<file path="config.mk">
export PLATFORM = sky130hd
export DESIGN_NAME = sot_judge
export DESIGN_NICKNAME = d
export VERILOG_FILES = /design/src/sv/sot_pkg.sv /design/src/sv/sot_judge.sv
export SDC_FILE = /design/constraint.sdc
export NUM_CORES = 1
export LEC_CHECK = 0
export BUFFER_PORTS_ARGS = -buffer_cell sky130_fd_sc_hd__buf_2
export CAP_MARGIN = 10
export CORE_ASPECT_RATIO = 0.8
export CORE_MARGIN = 2
export CORE_UTILIZATION = 57
export CTS_CLUSTER_DIAMETER = 50
export CTS_CLUSTER_SIZE = 8
export DETAILED_ROUTE_END_ITERATION = 16
export PLACE_DENSITY = 0.82
export SLEW_MARGIN = 40
export SYNTH_ARGS = -nofsm -noshare
export SYNTH_HDL_FRONTEND = slang
export SYNTH_SLANG_ARGS = --single-unit
</file>
<file path="constraint.sdc">
create_clock -name i_clk -period 13.05 [get_ports i_clk]
set_input_delay 2.61 -clock i_clk [delete_from_list [all_inputs] [get_ports i_clk]]
set_output_delay 2.61 -clock i_clk [all_outputs]
set_load 0.01 [all_outputs]
</file>
<file path="src/sv/sot_pkg.sv">
package sot_pkg;

    localparam int COORD_WIDTH = 20;
    localparam int RAD_W       = COORD_WIDTH - 1;
    localparam int DIFF_W      = COORD_WIDTH + 1;
    localparam int HIT_W       = COORD_WIDTH + 1;
    localparam int SQ_W        = 2 * COORD_WIDTH;
    localparam int SUM_W       = SQ_W + 1;

    typedef logic signed [COORD_WIDTH-1:0] t_coord;
    typedef logic        [RAD_W-1:0]       t_radius;
    typedef logic signed [DIFF_W-1:0]      t_diff;
    typedef logic signed [HIT_W-1:0]       t_hit;
    typedef logic        [COORD_WIDTH-1:0] t_rsum;
    typedef logic        [SQ_W-1:0]        t_square;

    typedef enum logic [2:0] {
        FN_BOX_BOX       = 3'd0,
        FN_CIRCLE_CIRCLE = 3'd1,
        FN_BOX_CIRCLE    = 3'd2,
        FN_POINT_BOX     = 3'd3,
        FN_POINT_CIRCLE  = 3'd4
    } t_func;

    typedef struct packed {
        t_func  func;
        logic   pre_hit;
        logic   corner;
        t_diff  ex0;
        t_diff  ex1;
        t_diff  ey0;
        t_diff  ey1;
        t_rsum  rad;
        t_diff  ax;
        t_diff  bx;
        t_diff  ay;
        t_diff  by;
    } t_stage1;

    typedef struct packed {
        t_func   func;
        logic    pre_hit;
        logic    corner;
        t_square sqx0;
        t_square sqx1;
        t_square sqy0;
        t_square sqy1;
        t_square r2;
        t_hit    hx;
        t_hit    hy;
    } t_stage2;

    function automatic t_diff sext(input t_coord v);
        return {v[COORD_WIDTH-1], v};
    endfunction

    function automatic t_diff dmax(input t_diff a, input t_diff b);
        return (a > b) ? a : b;
    endfunction

    function automatic t_diff dmin(input t_diff a, input t_diff b);
        return (a < b) ? a : b;
    endfunction

endpackage

</file>
<file path="src/sv/sot_judge.sv">
module sot_judge
    import sot_pkg::*;
(
    input  logic    i_clk,
    input  logic    i_rst_n,
    input  logic    i_valid,
    input  logic    i_down_ready,
    output logic    o_ready,
    output logic    o_valid,
    input  t_stage2 i_data,
    output logic    o_hit,
    output t_hit    o_hit_x,
    output t_hit    o_hit_y
);

    logic r_valid;
    logic r_hit;
    t_hit r_hit_x;
    t_hit r_hit_y;
    logic n_hit;
    t_hit n_hit_x;
    t_hit n_hit_y;

    logic [SUM_W-1:0] s00, s10, s01, s11, r2e;
    logic             w00, w10, w01, w11;

    assign o_ready = !r_valid || i_down_ready;
    assign o_valid = r_valid;
    assign o_hit   = r_hit;
    assign o_hit_x = r_hit_x;
    assign o_hit_y = r_hit_y;

    always_comb begin
        s00 = {1'b0, i_data.sqx0} + {1'b0, i_data.sqy0};
        s10 = {1'b0, i_data.sqx1} + {1'b0, i_data.sqy0};
        s01 = {1'b0, i_data.sqx0} + {1'b0, i_data.sqy1};
        s11 = {1'b0, i_data.sqx1} + {1'b0, i_data.sqy1};
        r2e = {1'b0, i_data.r2};
        w00 = s00 <= r2e;
        w10 = s10 <= r2e;
        w01 = s01 <= r2e;
        w11 = s11 <= r2e;

        unique case (i_data.func)
            FN_BOX_BOX:       n_hit = i_data.pre_hit;
            FN_CIRCLE_CIRCLE: n_hit = w00;
            FN_BOX_CIRCLE:    n_hit = i_data.corner ? (w00 || w10 || w01 || w11)
                                                    : i_data.pre_hit;
            FN_POINT_BOX:     n_hit = i_data.pre_hit;
            FN_POINT_CIRCLE:  n_hit = w00;
            default:          n_hit = 1'b0;
        endcase

        if (n_hit || i_data.func == FN_CIRCLE_CIRCLE) begin
            n_hit_x = i_data.hx;
            n_hit_y = i_data.hy;
        end else begin
            n_hit_x = '0;
            n_hit_y = '0;
        end
    end

    always_ff @(posedge i_clk) begin
        if (!i_rst_n) begin
            r_valid <= 1'b0;
        end else if (o_ready) begin
            r_valid <= i_valid;
        end
    end

    always_ff @(posedge i_clk) begin
        if (o_ready && i_valid) begin
            r_hit   <= n_hit;
            r_hit_x <= n_hit_x;
            r_hit_y <= n_hit_y;
        end
    end

endmodule

</file>
==> impl_metrics.yaml <==
placement:
  dp_hpwl_mm: 40.0
  place.gp.congestion: 1.00
  dpl.cell_count: 2284
  portBuffers: 295
worst_setup_path:
  critPathLaunch: "i_data[122]"
  critPathLaunchType: "input port"
  crit_end: "o_hit_x[2]"
  reg2reg_depth: 2
  crit_required_ns: 13.05
  reg2reg_from: "o_valid"
  arrival_ns: 8.51
  rr_endpoint: "o_hit_y[14]"
  critPathKind: "in2reg"
  rrSetupSlack_ns: 11.74
  path_max_fanout: 42
  cp-end-kind: "register"
sta:
  worst_pin_slew_ns: 0.831
  setup_viol: 0
  period_minus_slack_ns: 8.51
  fmax_ghz: 0.118
  setup_tns_ns: 0
  rsz0062_at_grt: "no"
  hold_viol_final: 0
  relSlewSlack: 0.442
  period_share: 0.652
  fin_skew_ns: 0.00626
  drv_slew: 0
global_routing:
  antenna_found_initial: 0
  grt.total_usage: 0.352
  grt_pass1_wl_mm: 70.3
  gr-usage-met3: 0.0457
  globalRouteOverflowTotal: 0
  grt_util_met2: 0.536
  met1_usage: 0.523
  grt_pass1_vias: 13300
  top_usage_layer: "met2"
  grt_max_degree: 44
clocking:
  cts_root_buf: "clkbuf_16"
  htree_num_levels: 2
  clk_path_buf_depth: 2
  cts_tree: "yes"
  path_clk_slew_ns: 0.06
  cts_hold_buffers: 0
  post_cts_buffers: 0
  cts_buffers: 5
  cts.repair.resized: 0
  clk_latency_ns: 0.28
  clock-sinks: 44
route:
  drtAntennaViolNets: 0
  viasPerCell: 6.38
  drtPass1Iterations: 8
  routedWlPerCell_um: 20.2
  drt_iter0_drc: 1615
  drc: 0
  route.vias.total: 14600
  drt_wl_total_mm: 46.3
pwr:
  combPwrFrac: 0.735
  max-vdd-ir-drop_uv: 56.9
  seqPwrFrac: 0.147
  switching_share: 0.472
  fin_total_pwr_mw: 1.21
  clock_power_share: 0.119
  p_int_mw: 0.639
  p_sw_mw: 0.571
  power_density_nw_per_um2: 77.6
  power.leakage_nw: 7.76
floorplan:
  chipWidth_um: 177
  core_area_sq_um: 23500
  rows: 50
  die_h_um: 142
  die_area_sq_um: 25200
  num_io_pins: 296
  start_util: 0.581
layout:
  areaGrowthSynthToFinish_pct: 14.4
  fin_cells: 2292
  nets: 2554
  n_antenna_cell: 0
  drive_gt1_frac: 0.169
  final_cell_mix: "ha_1 (320), buf_2 (295), a21oi_1 (167), a21o_1 (113), nand2_1 (105)"
  layout_commonest_cell: "ha_1"
synthesis:
  yosysSeqAreaShare: 0.0962
  yosys_most_used_dff: "edfxtp_1"
  yosysWarnings: 0
  synth_cells: 1702
  synth_seq_cells: 44
  avgSynthCellArea_sq_um: 8.01
  synthArstFlopShare: 0
  mappedNetlistNets: 2277
  yosysUniqueCellTypes: 85
  synthesis.area_sq_um: 13600
  synth-edff-count: 43
worst_hold_path:
  hold_path.class: "reg2reg"
run:
  cap_viol_max_count: 0
run_status:
  status: "finished, final reports clean"
[power groups by stage]
stage / Combinational [mW] / Clock [mW] / Sequential [mW]
after floorplan: 0.601 / 0 / 0.189
after global placement: 0.838 / 0 / 0.180
after detailed placement: 0.858 / 0 / 0.181
after CTS: 0.865 / 0.144 / 0.178
after global routing: 0.978 / 0.150 / 0.179
final: 0.889 / 0.143 / 0.178
[kinds of logic after synthesis]
family / after synthesis / share of synthesized area
flops: 44 / 0.0962
buf+inv: 119 / 0.0332
fa+ha+maj: 325 / 0.300
compound gates: 630 / 0.314
xor+xnor: 141 / 0.0906
simple gates: 443 / 0.165
[per-layer routing]
layer | vias to the layer above | part of all wire
met3 | 86 | 0.094
met5 | - | 0
met4 | 0 | 0.027
met2 | 694 | 0.41
li1 | 7106 | -
met1 | 6737 | 0.47
[cell usage after synthesis (all sizes together) (34+ instances only)]
cell      n  area (sq um)
nand3    40           200
nand2   105           394
edfxtp   43          1290
ha      320          4000
nor2     93           349
inv      92           345
a21o    113           848
a21oi   169           853
a21boi   49           368
xnor2    96           841
xor2     45           394
nor3     34           170
o21ai    87           447
nand4    47           294
[stage by stage]
stage / utilization / instance area [sq um] / setup WS, ns / hold WS [ns]
2_1_floorplan: - / 13600 / 5.52 / 0.610
3_3_place_gp: 0.657 / 15400 / 4.50 / 0.499
3_5_place_dp: 0.657 / 15400 / 4.38 / 0.529
4_1_cts: 0.664 / 15600 / 4.68 / 0.541
5_1_grt: 0.664 / 15600 / 4.28 / 0.569
6_report: 0.664 / 15600 / 4.54 / 0.540
[area by class of cell]
cell class,instances,area [sq um]
Clock buffer,5,125
Clock inverter,3,42.5
Fill cell,2115,7870
Inverter,92,345
Multi-Input combinational cell,1539,11900
Sequential cell,44,1310
Tap cell,312,390
Timing Repair Buffer,297,1490
[critical path, cell delays in order]
cell      delay, ns
buf_2          0.09
ha_1           0.19
inv_1          0.06
fa_1           0.41
nor2b_1        0.16
o31a_1         0.26
o221ai_1       0.19
a211oi_1       0.43
nor3b_2        0.16
o21ai_2        0.40
a221oi_1       0.22
or4b_2         0.64
o211ai_1       0.10
ha_1           0.27
and3_1         0.21
and3_1         0.16
a221o_1        0.39
or4_1          0.40
a21oi_1        0.22
nor3_1         0.14
a32oi_2        0.21
buf_4          0.39
a21boi_0       0.18
[registers in the layout, indices dropped and copies added, names as in the netlist]
register  cells
o_valid       1
o_hit_y      21
o_hit         1
o_hit_x      21
[worst min path at each step]
stage | start | end | slack, ns | cells past startpoint
finish | o_valid | o_valid | 0.54 | 2
detailed placement | o_valid | o_valid | 0.53 | 2
CTS | o_valid | o_valid | 0.54 | 2
global route | o_valid | o_valid | 0.57 | 2
floorplan | o_valid | o_valid | 0.61 | 2
global placement | o_valid | o_valid | 0.50 | 2
Note: power is estimated with default switching activity, not from simulation.
