[config.mk]
export PLATFORM = sky130hd
export DESIGN_NAME = sot_prep
export DESIGN_NICKNAME = d
export VERILOG_FILES = /design/src/sv/sot_pkg.sv /design/src/sv/sot_prep.sv
export SDC_FILE = /design/constraint.sdc
export NUM_CORES = 1
export LEC_CHECK = 0
export BUFFER_PORTS_ARGS = -buffer_cell sky130_fd_sc_hd__clkbuf_2
export CAP_MARGIN = 20
export CORE_ASPECT_RATIO = 1.1
export CORE_UTILIZATION = 30
export CTS_CLUSTER_DIAMETER = 120
export CTS_CLUSTER_SIZE = 16
export DETAILED_ROUTE_END_ITERATION = 16
export HOLD_SLACK_MARGIN = 0.12
export SKIP_LAST_GASP = 1
export SLEW_MARGIN = 20
export SYNTH_ARGS = -nofsm -noshare
export SYNTH_HDL_FRONTEND = slang
export SYNTH_SLANG_ARGS = --single-unit
[constraint.sdc]
create_clock -name i_clk -period 8.5 [get_ports i_clk]
set_input_delay 0.85 -clock i_clk [delete_from_list [all_inputs] [get_ports i_clk]]
set_output_delay 0.85 -clock i_clk [all_outputs]
set_load 0.03 [all_outputs]
[src/sv/sot_pkg.sv]
package sot_pkg;

    localparam int COORD_WIDTH = 20;
    localparam int RAD_W       = COORD_WIDTH - 1;
    localparam int DIFF_W      = COORD_WIDTH + 1;
    localparam int HIT_W       = COORD_WIDTH + 1;
    localparam int SQ_W        = 2 * COORD_WIDTH;
    localparam int SUM_W       = SQ_W + 1;

    typedef logic signed [COORD_WIDTH-1:0] t_coord;
    typedef logic        [RAD_W-1:0]       t_radius;
    typedef logic signed [DIFF_W-1:0]      t_diff;
    typedef logic signed [HIT_W-1:0]       t_hit;
    typedef logic        [COORD_WIDTH-1:0] t_rsum;
    typedef logic        [SQ_W-1:0]        t_square;

    typedef enum logic [2:0] {
        FN_BOX_BOX       = 3'd0,
        FN_CIRCLE_CIRCLE = 3'd1,
        FN_BOX_CIRCLE    = 3'd2,
        FN_POINT_BOX     = 3'd3,
        FN_POINT_CIRCLE  = 3'd4
    } t_func;

    typedef struct packed {
        t_func  func;
        logic   pre_hit;
        logic   corner;
        t_diff  ex0;
        t_diff  ex1;
        t_diff  ey0;
        t_diff  ey1;
        t_rsum  rad;
        t_diff  ax;
        t_diff  bx;
        t_diff  ay;
        t_diff  by;
    } t_stage1;

    typedef struct packed {
        t_func   func;
        logic    pre_hit;
        logic    corner;
        t_square sqx0;
        t_square sqx1;
        t_square sqy0;
        t_square sqy1;
        t_square r2;
        t_hit    hx;
        t_hit    hy;
    } t_stage2;

    function automatic t_diff sext(input t_coord v);
        return {v[COORD_WIDTH-1], v};
    endfunction

    function automatic t_diff dmax(input t_diff a, input t_diff b);
        return (a > b) ? a : b;
    endfunction

    function automatic t_diff dmin(input t_diff a, input t_diff b);
        return (a < b) ? a : b;
    endfunction

endpackage

[src/sv/sot_prep.sv]
module sot_prep
    import sot_pkg::*;
(
    input  logic    i_clk,
    input  logic    i_rst_n,
    input  logic    i_valid,
    input  logic    i_down_ready,
    output logic    o_ready,
    output logic    o_valid,
    input  t_func   i_func,
    input  t_coord  i_src_x0,
    input  t_coord  i_src_y0,
    input  t_coord  i_src_x1,
    input  t_coord  i_src_y1,
    input  t_radius i_src_radius,
    input  t_coord  i_dst_x0,
    input  t_coord  i_dst_y0,
    input  t_coord  i_dst_x1,
    input  t_coord  i_dst_y1,
    input  t_radius i_dst_radius,
    output t_stage1 o_data
);

    logic    r_valid;
    t_stage1 r_data;
    t_stage1 n_data;

    t_diff sx0, sy0, sx1, sy1, dx0, dy0, ri;
    logic  bb_hit, pb_hit, in_span, grown_hit;

    assign o_ready = !r_valid || i_down_ready;
    assign o_valid = r_valid;
    assign o_data  = r_data;

    always_comb begin
        sx0 = sext(i_src_x0);
        sy0 = sext(i_src_y0);
        sx1 = sext(i_src_x1);
        sy1 = sext(i_src_y1);
        dx0 = sext(i_dst_x0);
        dy0 = sext(i_dst_y0);
        ri  = t_diff'({2'b00, i_dst_radius});

        bb_hit = !(i_src_x0 > i_dst_x1 || i_src_y0 > i_dst_y1 ||
                   i_src_x1 < i_dst_x0 || i_src_y1 < i_dst_y0);
        pb_hit = !(i_dst_x0 > i_src_x0 || i_dst_y0 > i_src_y0 ||
                   i_dst_x1 < i_src_x0 || i_dst_y1 < i_src_y0);
        in_span = (i_src_x0 <= i_dst_x0 && i_dst_x0 <= i_src_x1) ||
                  (i_src_y0 <= i_dst_y0 && i_dst_y0 <= i_src_y1);
        grown_hit = !(sx0 - ri > dx0 || sy0 - ri > dy0 ||
                      sx1 + ri < dx0 || sy1 + ri < dy0);

        n_data.func    = i_func;
        n_data.pre_hit = 1'b0;
        n_data.corner  = 1'b0;
        n_data.ex0     = sx0 - dx0;
        n_data.ex1     = sx1 - dx0;
        n_data.ey0     = sy0 - dy0;
        n_data.ey1     = sy1 - dy0;
        n_data.rad     = {1'b0, i_dst_radius};
        n_data.ax      = sx0;
        n_data.bx      = sx0;
        n_data.ay      = sy0;
        n_data.by      = sy0;

        unique case (i_func)
            FN_BOX_BOX: begin
                n_data.pre_hit = bb_hit;
                n_data.ax      = sext(i_src_x0 > i_dst_x0 ? i_src_x0 : i_dst_x0);
                n_data.bx      = sext(i_src_x1 < i_dst_x1 ? i_src_x1 : i_dst_x1);
                n_data.ay      = sext(i_src_y0 > i_dst_y0 ? i_src_y0 : i_dst_y0);
                n_data.by      = sext(i_src_y1 < i_dst_y1 ? i_src_y1 : i_dst_y1);
            end
            FN_CIRCLE_CIRCLE: begin
                n_data.rad = t_rsum'({1'b0, i_src_radius}) + t_rsum'({1'b0, i_dst_radius});
                n_data.bx  = dx0;
                n_data.by  = dy0;
            end
            FN_BOX_CIRCLE: begin
                n_data.pre_hit = grown_hit;
                n_data.corner  = !in_span;
                n_data.ax      = dmax(sx0, dx0 - ri);
                n_data.bx      = dmin(sx1, dx0 + ri);
                n_data.ay      = dmax(sy0, dy0 - ri);
                n_data.by      = dmin(sy1, dy0 + ri);
            end
            FN_POINT_BOX: begin
                n_data.pre_hit = pb_hit;
            end
            FN_POINT_CIRCLE: begin
                n_data.pre_hit = 1'b0;
            end
            default: begin
                n_data.pre_hit = 1'b0;
            end
        endcase
    end

    always_ff @(posedge i_clk) begin
        if (!i_rst_n) begin
            r_valid <= 1'b0;
        end else if (o_ready) begin
            r_valid <= i_valid;
        end
    end

    always_ff @(posedge i_clk) begin
        if (o_ready && i_valid) begin
            r_data <= n_data;
        end
    end

endmodule

==> metrics.yaml <==
r2r_start: "o_valid"
grt_max_degree: 58
ctsLongestPathBuffers: 2
end_kind: "register"
final_cells: 4615
grt.met2_usage_pct: 42.2
syn-cell-area_um2: 26500
die_area_um2: 89600
critPathLaunchType: "input pin"
synth_most_common_cell: "ha_1"
p_seq_share_pct: 27.7
clk_pin_slew_ns: 0.08
clkPwrFrac_pct: 20.3
synthCells: 3069
cap_violations: 0
setup_viol: 0
firstDrtPassIters: 6
synth_area_leader_cell: "ha_1"
grtUsageMet3_pct: 3.03
synth_edf_count: 193
cts-buffers-inserted: 17
grt_pass1_wl_um: 160000
reg2reg_depth: 3
first_iter_violations: 2378
synth_seq_area_share_pct: 21.9
viasPerCell: 5.64
dr_total_vias: 26033
postCtsHoldBufs: 0
fp-row-count: 114
worst-setup-path-type: "input pin to register"
io_pins: 400
netSwitchingPower_uw: 2040
outcome: "complete, no violations"
area_delta_synth_final_pct: 14.8
die_y_um: 314
power_density_nw_per_um2: 147
synth_ff_type: "edfxtp_1"
relSlewSlack_pct: 21.4
crit_end: "o_data[27]"
synth_top_cells_by_count: "ha_1 (495), inv_1 (283), a21oi_1 (242)"
cp.required_ns: 8.72
postRouteWirelength_um: 112000
startpoint: "i_dst_radius[1]"
hpwl_um: 93300
hp-class: "input pin to register"
pwr-share-comb_pct: 52.0
htree_levels: 4
drc_errors: 0
period_share_pct: 75.3
dp_cells: 4577
cts_resized: 0
switching_share_pct: 45.5
clock_skew_ns: 0.0255
cp_max_fo: 20
ff2ff_setup_slack_ns: 6.09
tns_ns: 0
avgSynthCellArea_um2: 8.65
synth_warnings: 0
cts_setup_buffers: 0
final_cell_area_um2: 30500
synth_top_area_share_pct: 23.3
final_core_util_pct: 34.7
grt.met1_usage_pct: 30.5
gp_congestion: 0.978
p_leak_uw: 0.0141
ys_ff_latch: 194
dieWidth_um: 286
clockRootBuffer: "clkbuf_16"
nets: 4150
tightestPinTransition_ns: 1.17
place_area_um2: 29800
ys_async_sr_fraction_pct: 0
cts_tree: "done"
yosys-top-cells-area: "ha_1 (23%), edfxtp_1 (22%), xnor2_1 (4.8%)"
drive_gt1_share_pct: 15.1
max_freq_mhz: 156
synth_nets: 3782
ir_drop_mv: 0.172
grt_antenna_before_repair: 8
track_usage_pct: 24.3
start_util_pct: 30.2
grt_pass1_vias: 24908
p_int_uw: 2440
port_buffers: 399
min_period_ns: 6.40
critical_path_arrival_ns: 6.63
busiest_layer: "met2"
wl_per_cell_um: 24.2
clkLatencyLatePin_ns: 0.55
hold_viol: 0
rsz0062_at_grt: "false"
ant_nets: 0
synth_cell_types: 101
timing.rr.end: "o_data[2]"
grt_overflow_total: 0
drv_slew: 0
cts_sinks: 194
core-area_um2: 87700
==> power groups by stage <==
stage,clock [uW],sequential (uW),combinational [uW]
floorplan,0,1440,1380
global placement,0,1260,2280
detailed placement,0,1260,2290
CTS,939,1240,2300
global route,960,1250,2540
finish,908,1240,2330
==> critical path, cell delays in order <==
cell and delay (ns):
clkbuf_2 0.31, inv_1 0.38, fa_1 0.54, a21o_1 0.21
a21oi_2 0.16, o21bai_1 0.11, a21oi_1 0.33, or3b_1 0.21
a21oi_1 0.12, o311a_1 0.36, a311oi_1 0.36, ha_1 0.32
a21o_1 0.18, a21o_1 0.17, a21oi_1 0.14, o221ai_1 0.14
a21oi_1 0.18, mux2i_1 0.42, nand2b_1 0.85, o221ai_1 0.27
==> worst min path at each step <==
stage,startpoint,to,depth (start not counted)
after floorplan,o_valid,o_valid,2
after global placement,o_valid,o_valid,2
after detailed placement,o_valid,o_valid,2
after CTS,i_rst_n,o_valid,2
after global routing,i_rst_n,o_valid,2
final,i_rst_n,o_valid,2
==> layout by cell type, fill, tap and decap left out, drive strengths merged, types with 50 or more instances in the layout <==
cell type  instances
ha               495
clkbuf           416
inv              289
a21oi            245
nor2             211
edfxtp           193
nand2            188
o21ai            162
xnor2            145
a21o             114
nor3              79
nand3             53
nand2b            53
nor2b             52
nand4             50
==> metrics by stage <==
| stage | power (uW) | hold WS (ns) | setup WS (ns) |
|---|---|---|---|
| after floorplan | 2830 | 0.885 | 2.30 |
| after global placement | 3540 | 0.534 | 1.68 |
| after detailed placement | 3550 | 0.551 | 1.57 |
| after CTS | 4480 | 0.527 | 2.17 |
| after global routing | 4750 | 0.557 | 1.70 |
| final | 4480 | 0.560 | 2.10 |
==> cell families after synthesis <==
family / after synthesis / share of synthesized area, %
AO/OA/AOI/OAI: 961 / 25.2
AND/OR/NAND/NOR: 826 / 15.4
adder cells (fa/ha/maj): 508 / 24.3
buffers and inverters: 350 / 5.33
flip-flops: 194 / 21.9
XOR/XNOR: 186 / 6.14
multiplexers: 44 / 1.71
==> final cells by class <==
cell class                 instances  area (um^2)
clock buffer                      17          425
timing repair buffer             416         2140
tap                             1160         1450
sequential                       194         5820
inverter                         283         1060
clock inverter                    15          186
fill                            9191        57300
antenna                            5         12.5
multi-input combinational       2525        19400
==> per-layer routing <==
layer	vias up	share of wire (%)	wire length [um]
li1	12261	-	-
met1	12449	41	45800
met2	1137	48	53800
met3	182	7.1	7970
met4	4	3.8	4260
met5	-	0.024	27
==> sequential cells by signal, summed over array words and instances, names as in the netlist <==
register	flops
o_data	193
o_valid	1
Note: power is estimated with default switching activity, not from simulation.
